**config.mk**
```make
export PLATFORM = sky130hd
export DESIGN_NAME = cut_truth_table_eval
export DESIGN_NICKNAME = d
export VERILOG_FILES = /design/src/rtl/ctte_pkg.sv /design/src/rtl/ctte_ctrl.sv /design/src/rtl/ctte_datapath.sv /design/src/rtl/cut_truth_table_eval.sv
export SDC_FILE = /design/constraint.sdc
export NUM_CORES = 2
export LEC_CHECK = 0
export BUFFER_PORTS_ARGS = -buffer_cell sky130_fd_sc_hd__buf_2
export CAP_MARGIN = 20
export CORE_UTILIZATION = 40
export CTS_CLUSTER_SIZE = 24
export DETAILED_ROUTE_END_ITERATION = 6
export PLACE_DENSITY = 0.64
export SKIP_CTS_REPAIR_TIMING = 1
export SYNTH_ARGS = -nofsm -noshare
export SYNTH_HDL_FRONTEND = slang
export SYNTH_SLANG_ARGS = --single-unit
```
**constraint.sdc**
```tcl
create_clock -name clk -period 13.12 [get_ports clk]
set_input_delay 0.656 -clock clk [delete_from_list [all_inputs] [get_ports clk]]
set_output_delay 0.656 -clock clk [all_outputs]
set_load 0.02 [all_outputs]
```
**src/rtl/ctte_pkg.sv**
```systemverilog
// ----------------------------------------------------------------------------
// ctte_pkg
// Shared types and constants for the cut truth table evaluator.
// ----------------------------------------------------------------------------
package ctte_pkg;

    localparam int ID_BITS     = 20;
    localparam int STORE_DEPTH = 16;
    localparam int IDX_BITS    = $clog2(STORE_DEPTH);
    localparam int CNT_BITS    = $clog2(STORE_DEPTH + 1);
    localparam int TT_BITS     = 16;
    localparam int LEAF_MAX    = 4;

    typedef logic [ID_BITS-1:0]  node_id_t;
    typedef logic [TT_BITS-1:0]  tt_t;
    typedef logic [IDX_BITS-1:0] slot_idx_t;
    typedef logic [CNT_BITS-1:0] slot_cnt_t;

    typedef enum logic [1:0] {
        CMD_LEAF = 2'd0,
        CMD_AND  = 2'd1,
        CMD_ROOT = 2'd2,
        CMD_NOP  = 2'd3
    } cmd_t;

    typedef enum logic [1:0] {
        STAT_OK      = 2'd0,
        STAT_UNKNOWN = 2'd1,
        STAT_LEAVES  = 2'd2,
        STAT_FULL    = 2'd3
    } status_t;

    typedef enum logic [1:0] {
        ST_IDLE,
        ST_MATCH,
        ST_EXEC
    } state_t;

    // Controller to datapath commands
    typedef struct packed {
        logic load;    // capture the input item
        logic lookup;  // key compare, table read
        logic exec;    // combine, insert, report
    } ctl_t;

    // Projection patterns of the four leaf variables
    localparam tt_t LEAF_PAT [LEAF_MAX] = '{16'hAAAA, 16'hCCCC, 16'hF0F0, 16'hFF00};

endpackage

```
**src/rtl/ctte_ctrl.sv**
```systemverilog
// ----------------------------------------------------------------------------
// ctte_ctrl
// Sequencer: capture, lookup and execute, one item at a time.
// ----------------------------------------------------------------------------
module ctte_ctrl (
    input  logic          clk,
    input  logic          rst_n,
    input  logic          start,
    output logic          busy,
    output ctte_pkg::ctl_t ctl
);
    import ctte_pkg::*;

    state_t state_reg;
    state_t state_next;

    always_ff @(posedge clk or negedge rst_n)
    begin
        if (!rst_n)
        begin
            state_reg <= ST_IDLE;
        end
        else
        begin
            state_reg <= state_next;
        end
    end

    always_comb
    begin
        state_next = state_reg;
        ctl        = '0;
        unique case (state_reg)
            ST_IDLE:
            begin
                if (start)
                begin
                    ctl.load   = 1'b1;
                    state_next = ST_MATCH;
                end
            end
            ST_MATCH:
            begin
                ctl.lookup = 1'b1;
                state_next = ST_EXEC;
            end
            ST_EXEC:
            begin
                ctl.exec   = 1'b1;
                state_next = ST_IDLE;
            end
            default:
            begin
                state_next = ST_IDLE;
            end
        endcase
    end

    assign busy = (state_reg != ST_IDLE);

endmodule

```
**src/rtl/ctte_datapath.sv**
```systemverilog
// ----------------------------------------------------------------------------
// ctte_datapath
// Key store with parallel compare, table memory, counters and result register.
// ----------------------------------------------------------------------------
module ctte_datapath (
    input  logic                       clk,
    input  logic                       rst_n,
    input  ctte_pkg::ctl_t             ctl,
    input  logic [1:0]                 cmd,
    input  logic [ctte_pkg::ID_BITS-1:0] node_id,
    input  logic [ctte_pkg::ID_BITS-1:0] left_id,
    input  logic                       left_inv,
    input  logic [ctte_pkg::ID_BITS-1:0] right_id,
    input  logic                       right_inv,
    output logic                       result_valid,
    output logic [ctte_pkg::TT_BITS-1:0] truth_table,
    output logic [1:0]                 status
);
    import ctte_pkg::*;

    // captured item
    cmd_t     cmd_reg;
    node_id_t node_reg;
    node_id_t left_reg;
    node_id_t right_reg;
    logic     linv_reg;
    logic     rinv_reg;

    // store
    node_id_t  slot_key_reg [STORE_DEPTH];
    tt_t       slot_mem     [STORE_DEPTH];
    slot_cnt_t fill_reg;
    slot_cnt_t fill_next;
    logic [2:0] leaf_reg;
    logic [2:0] leaf_next;
    status_t   err_reg;
    status_t   err_next;

    // lookup results
    logic      hit_n_reg, hit_l_reg, hit_r_reg;
    tt_t       rd_a_reg, rd_b_reg;

    logic [STORE_DEPTH-1:0] match_n, match_l, match_r;
    slot_idx_t idx_n, idx_l, idx_r, addr_a;

    // result
    logic    valid_reg;
    tt_t     tt_reg;
    status_t stat_reg;

    // execute-stage signals
    logic    do_insert;
    tt_t     ins_tab;
    tt_t     opnd_a, opnd_b;
    status_t code;
    status_t root_err;

    function automatic slot_idx_t first_set(input logic [STORE_DEPTH-1:0] m);
        slot_idx_t idx;
        idx = '0;
        for (int i = STORE_DEPTH - 1; i >= 0; i--)
        begin
            if (m[i])
            begin
                idx = IDX_BITS'(i);
            end
        end
        return idx;
    endfunction

    always_ff @(posedge clk)
    begin
        if (ctl.load)
        begin
            cmd_reg   <= cmd_t'(cmd);
            node_reg  <= node_id;
            left_reg  <= left_id;
            right_reg <= right_id;
            linv_reg  <= left_inv;
            rinv_reg  <= right_inv;
        end
    end

    // parallel compare against the filled slots
    always_comb
    begin
        for (int i = 0; i < STORE_DEPTH; i++)
        begin
            match_n[i] = (CNT_BITS'(i) < fill_reg) && (slot_key_reg[i] == node_reg);
            match_l[i] = (CNT_BITS'(i) < fill_reg) && (slot_key_reg[i] == left_reg);
            match_r[i] = (CNT_BITS'(i) < fill_reg) && (slot_key_reg[i] == right_reg);
        end
        idx_n  = first_set(match_n);
        idx_l  = first_set(match_l);
        idx_r  = first_set(match_r);
        addr_a = (cmd_reg == CMD_ROOT) ? idx_n : idx_l;
    end

    always_ff @(posedge clk)
    begin
        if (ctl.lookup)
        begin
            hit_n_reg <= |match_n;
            hit_l_reg <= |match_l;
            hit_r_reg <= |match_r;
            rd_a_reg  <= slot_mem[addr_a];
            rd_b_reg  <= slot_mem[idx_r];
        end
    end

    always_comb
    begin
        opnd_a    = rd_a_reg ^ {TT_BITS{linv_reg}};
        opnd_b    = rd_b_reg ^ {TT_BITS{rinv_reg}};
        do_insert = 1'b0;
        ins_tab   = opnd_a & opnd_b;
        code      = STAT_OK;
        fill_next = fill_reg;
        leaf_next = leaf_reg;

        case (cmd_reg)
            CMD_LEAF:
            begin
                if (leaf_reg >= 3'(LEAF_MAX))
                begin
                    code = STAT_LEAVES;
                end
                else
                begin
                    do_insert = 1'b1;
                    ins_tab   = LEAF_PAT[leaf_reg[1:0]];
                    leaf_next = leaf_reg + 3'd1;
                end
            end
            CMD_AND:
            begin
                if (!hit_l_reg || !hit_r_reg)
                begin
                    code = STAT_UNKNOWN;
                end
                else
                begin
                    do_insert = 1'b1;
                end
            end
            default:
            begin
            end
        endcase

        // duplicate id keeps the first value
        if (do_insert && hit_n_reg)
        begin
            do_insert = 1'b0;
        end
        if (do_insert && (fill_reg == CNT_BITS'(STORE_DEPTH)))
        begin
            do_insert = 1'b0;
            code      = STAT_FULL;
        end
        if (do_insert)
        begin
            fill_next = fill_reg + 1'b1;
        end

        root_err = (err_reg != STAT_OK) ? err_reg :
                   (hit_n_reg ? STAT_OK : STAT_UNKNOWN);

        err_next = (err_reg == STAT_OK) ? code : err_reg;
        if (cmd_reg == CMD_ROOT)
        begin
            fill_next = '0;
            leaf_next = '0;
            err_next  = STAT_OK;
        end
    end

    always_ff @(posedge clk)
    begin
        if (ctl.exec && do_insert)
        begin
            slot_key_reg[fill_reg[IDX_BITS-1:0]] <= node_reg;
            slot_mem[fill_reg[IDX_BITS-1:0]]     <= ins_tab;
        end
    end

    always_ff @(posedge clk or negedge rst_n)
    begin
        if (!rst_n)
        begin
            fill_reg  <= '0;
            leaf_reg  <= '0;
            err_reg   <= STAT_OK;
            valid_reg <= 1'b0;
        end
        else
        begin
            valid_reg <= ctl.exec && (cmd_reg == CMD_ROOT);
            if (ctl.exec)
            begin
                fill_reg <= fill_next;
                leaf_reg <= leaf_next;
                err_reg  <= err_next;
            end
        end
    end

    always_ff @(posedge clk)
    begin
        if (ctl.exec && (cmd_reg == CMD_ROOT))
        begin
            tt_reg   <= (root_err == STAT_OK) ? rd_a_reg : '0;
            stat_reg <= root_err;
        end
    end

    assign result_valid = valid_reg;
    assign truth_table  = tt_reg;
    assign status       = stat_reg;

endmodule

```
**src/rtl/cut_truth_table_eval.sv**
```systemverilog
// ----------------------------------------------------------------------------
// cut_truth_table_eval
// Truth table of a cut of up to four leaves in an and-inverter graph.
// ----------------------------------------------------------------------------
// Usage:
//   An item transfers on a clock edge with start high and busy low. cmd picks
//   leaf, and-node or root; the other fields carry ids and fanin inversions.
//   Each item passes capture, key compare with table memory read, then
//   combine and insert. No new item transfers while busy is high; the next
//   item transfers once busy drops.
//   Only a root item gives a result: result_valid pulses for one cycle with
//   truth_table and status, from the result register loaded in the execute
//   state. The receiver cannot stall; the result must be taken on that
//   cycle.
//   A root item also clears the store, the leaf count and the kept error.
//   Reset clears the counters and the error; the key/table store needs no
//   clearing pass since only filled slots are compared.
// ----------------------------------------------------------------------------
module cut_truth_table_eval (
    input  logic                         clk,
    input  logic                         rst_n,
    input  logic                         start,
    output logic                         busy,
    input  logic [1:0]                   cmd,
    input  logic [ctte_pkg::ID_BITS-1:0] node_id,
    input  logic [ctte_pkg::ID_BITS-1:0] left_id,
    input  logic                         left_inv,
    input  logic [ctte_pkg::ID_BITS-1:0] right_id,
    input  logic                         right_inv,
    output logic                         result_valid,
    output logic [ctte_pkg::TT_BITS-1:0] truth_table,
    output logic [1:0]                   status
);
    import ctte_pkg::*;

    ctl_t ctl;

    ctte_ctrl u_ctrl (
        .clk   (clk),
        .rst_n (rst_n),
        .start (start),
        .busy  (busy),
        .ctl   (ctl)
    );

    ctte_datapath u_dp (
        .clk          (clk),
        .rst_n        (rst_n),
        .ctl          (ctl),
        .cmd          (cmd),
        .node_id      (node_id),
        .left_id      (left_id),
        .left_inv     (left_inv),
        .right_id     (right_id),
        .right_inv    (right_inv),
        .result_valid (result_valid),
        .truth_table  (truth_table),
        .status       (status)
    );

endmodule
```
# Word-level counts from Yosys, hierarchy flattened
# Memories as Yosys holds them, arrays and structs flattened. A register that Yosys moved wholly into a read port is not among the register bits.
# Cells that the tools add are included.
[totals]
regBits = 98
latch_bits = 0
ramBits = 576
mem_bits_ro = 0
in_bits = 67
out_inout_bits = 20
elab_cells = 247
n_memories = 2
[memory_table]
columns = ["name", "words", "width", "read_ports", "rd_clocked_by_memory_dff", "wr", "line_no", "text"]
rows = [
  ["u_dp.slot_key_reg", 16, 20, 16, 0, 1, "ctte_datapath.sv:30", "node_id_t slot_key_reg [STORE_DEPTH];"],
  ["u_dp.slot_mem", 16, 16, 2, 2, 1, "ctte_datapath.sv:31", "tt_t slot_mem [STORE_DEPTH];"],
]
[op_classes]
add_sub_neg = 2
mul = 0
div_mod_pow = 0
order_cmp = 18
eq_ne = 55
shifts = 0
n_mux = 80
n_bitwise = 4
n_reduce_logical = 70
[op_table]
columns = ["operator", "n"]
rows = [
  ["$eq 20x20->1", 48],
  ["$mux 4", 49],
  ["$mux 16", 4],
  ["$logic_and 1x1->1", 52],
  ["$reduce_or 16->1", 3],
  ["$lt 4x5->1 const A", 8],
  ["$bmux 16 s2", 1],
  ["$xor 16x16->16", 2],
  ["$lt 3x5->1 const A", 4],
  ["$and 16x16->16", 1],
  ["$mux 1", 12],
  ["$mux 2", 6],
  ["$lt 1x5->1 const A", 2],
  ["$lt 2x5->1 const A", 2],
  ["$mux 5", 2],
  ["$reduce_bool 2->1", 5],
  ["$mux 3", 3],
  ["$logic_not 2->1", 4],
  ["$pmux 2 s2", 2],
  ["$ge 3x3->1 const B", 2],
  ["$add 5x1->5 const B", 1],
  ["$eq 5x5->1 const B", 1],
  ["$eq 2x1->1 const B", 2],
  ["$eq 2x2->1 const B", 2],
  ["9 further kinds", 11],
]

# Depth between registers and ports, before layout
# An unclocked memory read counts as a cell.
[logic_depth]
word_depth = 20
ltp_mapped = 17
ltp_nobuf = 12

# Hierarchy
# A second synthesis with hierarchy kept.
[hier_totals]
cells_unflattened = 3678
hier_area_um2 = 42558.3
[by_module_without_submodules]
columns = ["module", "n_inst", "cells_each", "area_per_inst_um2", "seq_area_each_um2"]
rows = [
  ["ctte_datapath", 1, 3669, 42460.7, 21085.2],
  ["ctte_ctrl", 1, 9, 97.6, 50.0],
]

# Worst setup path after synthesis
# No wires, ideal clock.
[synth_timing]
path_kind = "register -> register"
start = "register u_dp.fill_reg[0]"
end = "memory u_dp.slot_key_reg[0][0] (netlist bit) (enable)"
setup_ps = 520
t_arrival_ps = 5264
required_ps = 12600
slack_ps = 7336
path_stages_with_launch = 7
path_buffers = 1
period_less_slack_ps = 5784
path_cell_list = "dfrtp_1 -> buf_2 -> inv_1 -> ha_1 -> nor4bb_1 -> nor3b_1 -> nor4bb_1"
[synth_between]
elab_chain_cells = 6
[synth_rtl]
columns = ["item", "line_no", "text"]
rows = [
  ["from (decl)", "ctte_datapath.sv:32", "slot_cnt_t fill_reg;"],
  ["from (signal assigned)", "ctte_datapath.sv:201", "fill_reg <= fill_next;"],
  ["$eq 5x5->1", "ctte_datapath.sv:156", "if (do_insert && (fill_reg == CNT_BITS'(STORE_DEPTH)))"],
  ["$logic_and 1x1->1", "ctte_datapath.sv:156", ""],
  ["$mux 1", "ctte_datapath.sv:156", ""],
  ["$logic_and 1x1->1", "ctte_datapath.sv:180", "if (ctl.exec && do_insert)"],
  ["$mux 1", "ctte_datapath.sv:180", ""],
  ["$mux 1 (implied by the code)", "ctte_datapath.sv:182", "slot_key_reg[fill_reg[IDX_BITS-1:0]] <= node_reg;"],
  ["to (decl)", "ctte_datapath.sv:30", ""],
]
# Parallel ways exist; a longest one is shown, timed or not.

# Worst setup path in the final report
[layout_timing]
start = "register u_dp.fill_reg[3]"
end = "register u_dp.rd_a_reg[2], read port of u_dp.slot_mem, data pin"
[layout_between]
elab_chain_cells = 19
word_cells_on_any_way = 81
classes_between = "order compare: 16; mux: 33; reduce/logical: 32"
[layout_rtl]
columns = ["item", "line_no", "text"]
rows = [
  ["$lt 4x5->1", "ctte_datapath.sv:89, ctte_datapath.sv:90", ""],
  ["$logic_and 1x1->1 (on tied branches)", "ctte_datapath.sv:90, ctte_datapath.sv:89", ""],
  ["$mux 4 (16 in series)", "ctte_datapath.sv:63", "if (m[i])"],
  ["$mux 4 *", "ctte_datapath.sv:96", "addr_a = (cmd_reg == CMD_ROOT) ? idx_n : idx_l;"],
  ["to (decl)", "ctte_datapath.sv:41", "tt_t rd_a_reg, rd_b_reg;"],
]
# Every way passes the cells marked *; elsewhere a longest branch is shown, timed or not.
# A chain may end at the register's enable or synchronous reset.

==> results.yml <==
place:
  dpl_cell_area_um2: 42300
  pre_cts_slack_ps: 6890
  post-place-cells: 4569
  port_buffers: 86
  dp_hpwl_mm: 87.3
  gp_congestion: 0.969
synthesis:
  synth_nets: 3370
  yosys_warnings: 0
  synth_seq_cells: 706
  yosysTopAreaCell: "edfxtp_1"
  ys_types: 79
  synthFlopType: "edfxtp_1"
  ys_seq_area_share_pct: 52.7
  syn_avg_cell_area_um2: 12.2
  syn_inst: 3291
  synth-edff-count: 693
  synth_top_cells_by_area: "edfxtp_1 52%, xnor2_1 11%, xor2_1 11%"
  syn_area_um2: 40100
  synth_top_area_share_pct: 51.9
  async_reset_ff_share_pct: 1.84
power_and_ir_drop:
  leakage_nw: 15.0
  power.total_mw: 5.62
  p_per_area_nw_per_um2: 125
  ir_drop_uv: 123
route:
  vias: 29555
  antenna_left: 0
  wl_per_cell_um: 31.0
  viasPerCell: 6.27
  wl_mm: 146
  drc: 6
  firstDrtPassIters: 7
  drtIter0Drc: 4053
cts:
  clock-sinks: 706
  h-tree-depth: 3
  cts.reportedPaths.clkPinSlew_ps: 60
  cts_tree: "built"
  cts_buffers: 81
  cts_max_path_buffers: 3
  root_buffer: "clkbuf_16"
  insertion_delay_ps: 670
setup_path:
  crit_arrival_ps: 6760
  end_kind: "flop"
  crit_fanout: 75
  required_ps: 13520
  critPathLaunchType: "flop"
  rrSetupSlack_ps: 6760
  critical_path_class: "flop to flop"
layout:
  layout.nets: 3446
  fin_util_pct: 45.4
  regArea_um2: 21100
  largest_reg_flops: 320
  diodes: 0
  fillCellCount: 8857
  stdcell_area_um2: 44900
  multi_input_area_um2: 18100
  drive_gt1_share_pct: 13.2
  area_growth_pct: 12.0
  fin_cells: 4716
floorplan:
  die_h_um: 319
  design.portCount: 87
  dieArea_um2: 101000
  core_um2: 98900
  die_w_um: 319
  initial_core_util_pct: 40.5
  row_count: 115
global_route:
  grt_pass1_wl_mm: 207
  grtUsageTotal_pct: 28.2
  antenna_found_initial: 5
  grt-ovfl-total: 0
  grt_max_degree: 76
  grt_pass1_vias: 28881
sta:
  worst_slack_ps: 6760
  tightestPinTransition_ps: 1290
  whs_ps: 160
  fmax_ghz: 0.157
  final.setup.tns_ps: 0
  grt_setup_unrepaired: "false"
  finalSetupViolCount: 0
  max_slew_margin_pct: 13.7
  finalHoldViolations: 0
  clock_skew_ps: 29.0
  slew_viol_final: 0
  fin_crit_sh_pct: 48.5
  period_minus_slack_ps: 6360
min_path:
  hp-class: "input pin to flop"
status:
  failed_checks: "design-rule violations"
  status: "finished with violations"
run:
  maxCapViolCount: 0
power by group:
| group | switching (mW) | total (mW) | leakage (nW) | internal (mW) |
|---|---|---|---|---|
| logic | 0.508 | 0.728 | 7.25 | 0.220 |
| clock network | 0.952 | 2.25 | 1.27 | 1.30 |
| registers | 0.0471 | 2.64 | 6.48 | 2.59 |
| total | 1.51 | 5.62 | 15.0 | 4.11 |
path summary, 6_finish.rpt:
| kind | to | cells past startpoint | startpoint |
|---|---|---|---|
| max | u_dp.rd_a_reg[2] | 13 | u_dp.fill_reg[3] |
| min | u_dp.node_reg[7] | 1 | node_id[7] |
| max reg2reg | u_dp.rd_a_reg[2] | 13 | u_dp.fill_reg[3] |
| min reg2reg | u_ctrl.state_reg[1] | 1 | u_ctrl.state_reg[1] |
| max in group asynchronous | u_dp.leaf_reg[2] | 2 | rst_n |
| min in group asynchronous | u_dp.fill_reg[1] | 2 | rst_n |
layout make-up:
class | count | share of cell area [%]
sequential | 706 | 47.1
multi-input combinational | 2354 | 40.4
clock buffer | 100 | 4.77
tap | 1287 | 3.59
timing repair buffer | 215 | 3.12
clock inverter | 45 | 1.00
inverter | 9 | 0.0753
worst max-delay path, stage by stage, from the launching register on:
cell,delay (ps)
dfrtp_1,1050
a31oi_1,310
or4_1,590
nor2_1,110
a21oi_1,70
o21bai_1,250
a21boi_0,320
o21ai_4,250
buf_4,750
nand3_4,610
buf_4,570
mux2_2,390
a2111oi_0,540
o21ai_1,130
cell usage after synthesis (all sizes together) (50+ instances only):
master,n
xor2,494
and2,53
nand2,131
a21oi,84
nor4,162
edfxtp,693
nor2,89
buf,161
nand4,209
clkbuf,61
o21ai,51
nand3,56
mux2i,94
xnor2,502
o31ai,50
placed cells by master, fill, tap and decap left out, types with 16 or more instances in the layout:
cell type / count
nor4_1: 162
clkbuf_1: 16
mux2_2: 44
edfxtp_1: 693
nand4_1: 209
buf_2: 86
xnor2_1: 502
o21ai_0: 27
buf_4: 127
a21oi_1: 83
nand2_1: 129
o31ai_1: 49
nor3_1: 31
o21ai_1: 22
o21a_1: 17
a221oi_1: 30
xor2_1: 494
clkbuf_16: 82
mux2i_1: 94
nand3_1: 55
nor2_1: 73
a32oi_1: 28
a211o_1: 16
and2_1: 51
layer usage:
metal | wire length (um) | global-route usage [%] | up-vias | share of wire [%]
li1 | - | - | 12396 | -
met4 | 7590 | 13.9 | 2 | 5.2
met3 | 15600 | 5.42 | 466 | 11
met5 | 13 | 0 | - | 0.0089
met2 | 64000 | 43.1 | 2138 | 44
met1 | 58800 | 38.2 | 14553 | 40
logic make-up after synthesis:
family / share of synthesized area, %
buffers and inverters: 2.70
xor gates and xnor gates: 21.8
and+or+nand+nor: 12.0
AOI/OAI and AO/OA: 6.27
adders and majority gates: 0.375
DFF: 52.7
muxes: 4.15
(Power assumes the default switching activity.)
